`src/rtl/core/tdd_cell.sv`:
```
// One pixel cell of the current tile chain: holds a pixel and compares it.
`timescale 1ns / 1ps
module tdd_cell #(
	parameter int PB = 8
) (
	input  logic          clk,
	input  logic          shift_en,
	input  logic [PB-1:0] d_in,
	input  logic [PB-1:0] lane,
	input  logic          active,
	output logic [PB-1:0] q,
	output logic          mismatch
);
	logic [PB-1:0] pix_q;

	// Take the pixel on d_in (the neighbour's, or the new pixel at the head) on every accepted beat.
	always_ff @(posedge clk) begin
		if (shift_en) begin
			pix_q <= d_in;
		end
	end

	assign q = pix_q;
	// Only cells inside the current tile size take part in the compare.
	assign mismatch = active && (pix_q != lane);
endmodule

```
`config.mk`:
```
export PLATFORM = sky130hd
export DESIGN_NAME = tdd_cell
export DESIGN_NICKNAME = d
export VERILOG_FILES = /design/src/rtl/core/tdd_cell.sv
export SDC_FILE = /design/constraint.sdc
export NUM_CORES = 1
export LEC_CHECK = 0
export BUFFER_PORTS_ARGS = -buffer_cell sky130_fd_sc_hd__buf_2
export CAP_MARGIN = 20
export CORE_AREA = 5 5 42 44
export CTS_CLUSTER_DIAMETER = 50
export DETAILED_ROUTE_END_ITERATION = 10
export DIE_AREA = 0 0 47 49
export PLACE_DENSITY = 0.67
export SETUP_SLACK_MARGIN = 0.4
export SYNTH_ARGS = -nofsm -noshare
export SYNTH_HDL_FRONTEND = slang
export SYNTH_SLANG_ARGS = --single-unit
export TNS_END_PERCENT = 20
```
`constraint.sdc`:
```
create_clock -name clk -period 1.7 [get_ports clk]
set_clock_uncertainty 0.2 [all_clocks]
set_input_delay 0.17 -clock clk [delete_from_list [all_inputs] [get_ports clk]]
set_output_delay 0.17 -clock clk [all_outputs]
set_load 0.02 [all_outputs]
```
==> results by stage <==
Critical path:
- Along the worst path, the maximum fanout reaches 2.
- The nature of the critical path endpoint is a primary output.
- Data arrives at the worst endpoint at 1.35 ns.
- The kind of launch point of the worst setup path is a register.
- The setup path with the least slack is of type register to primary output.
- Data on the critical path is required at its endpoint by 1.33 ns.

CTS:
- The buffer type at the clock tree root is sky130_fd_sc_hd__clkbuf_4.
- The depth of the CTS H-tree is 1.
- The maximum clock insertion buffer count is 2.
- After clock tree synthesis, the clock-pin slew on the worst setup and hold paths is 0.05 ns.
- Post-CTS repair changed the size of 0 cells.
- The number of clock sinks is 8.
- Once the clock tree was built, the setup fixing pass inserted 0 buffers.
- TritonCTS built the clock tree.
- The number of CTS-inserted buffers is 3.

Synthesis:
- Yosys mapped a number of flops with a built-in enable equal to 8.
- The post-synthesis instance total is 19.
- Sequential cells were found to cover 72.7% of the synthesized design area.
- The share of async-settable or async-resettable flops after synthesis is 0%.
- Yosys attributes the largest share of cell area to sky130_fd_sc_hd__edfxtp_1 (73%), sky130_fd_sc_hd__xor2_1 (21%), sky130_fd_sc_hd__nor4_1 (3.8%).
- Yosys mapped the design onto 4 distinct sky130hd cell types.
- The mapped netlist covers 330 µm².
- Synthesis inferred 8 register bits.
- The leading register cell type out of synthesis is sky130_fd_sc_hd__edfxtp_1.
- The Yosys step of the flow raised 0 warnings.
- The synthesized design devotes to its leading area cell type 72.7% of total area.
- A synthesized cell averages 17.4 µm².
- Ranked by instance count, the synthesized netlist is headed by sky130_fd_sc_hd__edfxtp_1 (8), sky130_fd_sc_hd__xor2_1 (8), sky130_fd_sc_hd__nor4_1 (2).
- The number of nets in the synthesized netlist is 38.
- The most area-hungry cell type in the Yosys netlist is sky130_fd_sc_hd__edfxtp_1.

STA:
- The number of hold violations in the final report is 0.
- Based on the critical path, the design can be clocked at up to 581 MHz.
- The smallest setup slack after layout is -0.0209 ns.
- Setup violations remaining at the end of the flow were counted as 1.
- The minimum clock period is 1.72 ns.
- The number of pins exceeding their max-slew limit in the final report is 0.
- The portion of the clock cycle consumed by the worst path in the final layout is 101%.
- Setup repair after global routing could not meet its margin everywhere.
- The worst max-slew margin expressed relative to the limit is 83.4%.
- The transition time at the pin with the least slew margin is 0.246 ns.

Power and ir drop:
- Net switching is 23.5% of the power.
- The worst-case IR drop observed on VDD is 0.460 mV.
- The design draws 0.476 mW.
- Power spread over the standard cell area amounts to 809 mW/mm².
- The net load switching power is 0.112 mW.
- Of the total power, registers draw 51.5%.
- Combinational cells account for 20.0% of the total power.
- The clock network fraction of design power is 28.4%.
- For this design the static power due to leakage is 0.270 nW.
- The internal power of the cells totals 0.364 mW.

Route:
- The final routed wire length divided by cell count is 11.1 µm.
- Once detail routing completed, the nets flagged for antenna violations numbered 0.
- The starting DRC count in detailed routing is 0.
- The number of iterations in the first detailed-routing pass is 1.
- The DRC violation count after routing is 0.
- The routed via count is 287.
- Wires add up to 810 µm.
- After detailed routing, the number of vias per cell comes to 3.93.

Cells and area:
- The final non-filler cell total is 73.
- The post-layout utilization of the core is 42.0%.
- The area growth from synthesis to layout is 78.0%.
- The net count of the finished layout is 78.
- The total inserted antenna cells is 0.
- In the final layout, the share of cells above drive strength 1 is 52.6%.
- The flip-flop count of the largest register, all copies and words added is 8.

Die:
- The standard-cell row count is 14.
- The die is 49 µm tall.
- The area of the die is 0.00230 mm².
- Pin placement for this block handled 28 I/O pins.
- From left edge to right edge, the die measures 47 µm.
- Once the floorplan was initialized, standard cells occupied 23.6% of the core.
- The area of the placeable core is 0.00140 mm².

GRT:
- The via count of the first global-routing pass came to 322.
- The combined global-route utilization of all metal layers is 7.68%.
- Entering global routing, the biggest net connects 9 pins.
- The initial antenna violation count was 0.
- The final global-route overflow total is 0.
- The wire length of the first global-routing pass is 1240 µm.

Placed design:
- The final weighted congestion in routability-driven placement is 0.545.
- Input and output buffers added on the ports amount to 27.
- Summed over all nets, the half-perimeter wirelength after detailed placement is 597 µm.
- The number of placed instances with taps included is 62.
- The worst-case setup slack after placement is 0.207 ns.

Run status:
- The checks that failed: negative setup slack.
- The flow ran to the end, but the final reports show violations.

Min path:
- The worst hold-check path type is input port to register.

Flow run:
- The total of max-cap violations is 0.
## repair_timing
action	4_1_cts	5_1_grt
endpoints found under the setup margin	1	1
hold buffers	8	0
endpoints found under the hold margin	8	0
pin swaps	1	0
## through the flow
stage / hold WS [ns] / TNS, ns / cell area (µm²)
2_1_floorplan: 0.0689 / 0 / 330
3_3_place_gp: 0.148 / 0 / 485
3_5_place_dp: 0.148 / 0 / 485
4_1_cts: 0.0516 / -0.0490 / 588
5_1_grt: 0.0563 / -0.129 / 588
6_report: 0.0561 / -0.0209 / 588
## power groups by stage
| stage | Sequential, mW | Clock (mW) | Combinational, mW |
|---|---|---|---|
| after detailed placement | 0.249 | 0 | 0.0811 |
| after floorplan | 0.269 | 0 | 0.0187 |
| after CTS | 0.245 | 0.139 | 0.0953 |
| after global placement | 0.248 | 0 | 0.0808 |
| after global routing | 0.248 | 0.150 | 0.103 |
| final | 0.245 | 0.135 | 0.0954 |
## worst paths after layout
| kind | depth (start not counted) | startpoint | end |
|---|---|---|---|
| setup / recovery | 4 | q[4] | mismatch |
| hold / removal | 1 | shift_en | q[4] |
## metal layers
| metal | routed length (µm) | vias to the layer above | part of all wire [%] | GRT usage [%] |
|---|---|---|---|---|
| met5 | 0 | - | 0 | 0 |
| met4 | 0 | 0 | 0 | 5.53 |
| met3 | 54 | 0 | 6.7 | 1.85 |
| met2 | 547 | 11 | 68 | 15.2 |
| met1 | 208 | 129 | 26 | 5.44 |
| li1 | - | 147 | - | - |
## kinds of logic after synthesis
family	synth area share [%]
xor+xnor	21.2
compound gates	2.27
flops	72.7
simple gates	3.79
## cell type report
| cell class | instances | area, µm² |
|---|---|---|
| clock buffers | 3 | 22.5 |
| well taps | 16 | 20.0 |
| repair buffers | 35 | 215 |
| multi-input cells | 11 | 90.1 |
| flip-flops and latches | 8 | 240 |
| fillers | 132 | 813 |
## worst max-delay path, stage by stage (launching register included)
cell and delay, ns:
sky130_fd_sc_hd__edfxtp_1 0.40, sky130_fd_sc_hd__xor2_1 0.16, sky130_fd_sc_hd__nor4_1 0.28, sky130_fd_sc_hd__a21boi_1 0.10, sky130_fd_sc_hd__buf_2 0.17
## cell usage in the layout (no fill, tap or decap), drive strengths merged
| cell type | count |
|---|---|
| dlygate4sd3 | 8 |
| nor4 | 2 |
| a21boi | 1 |
| xor2 | 8 |
| clkbuf | 3 |
| buf | 27 |
| edfxtp | 8 |
Power figures use the tool's default switching activity.
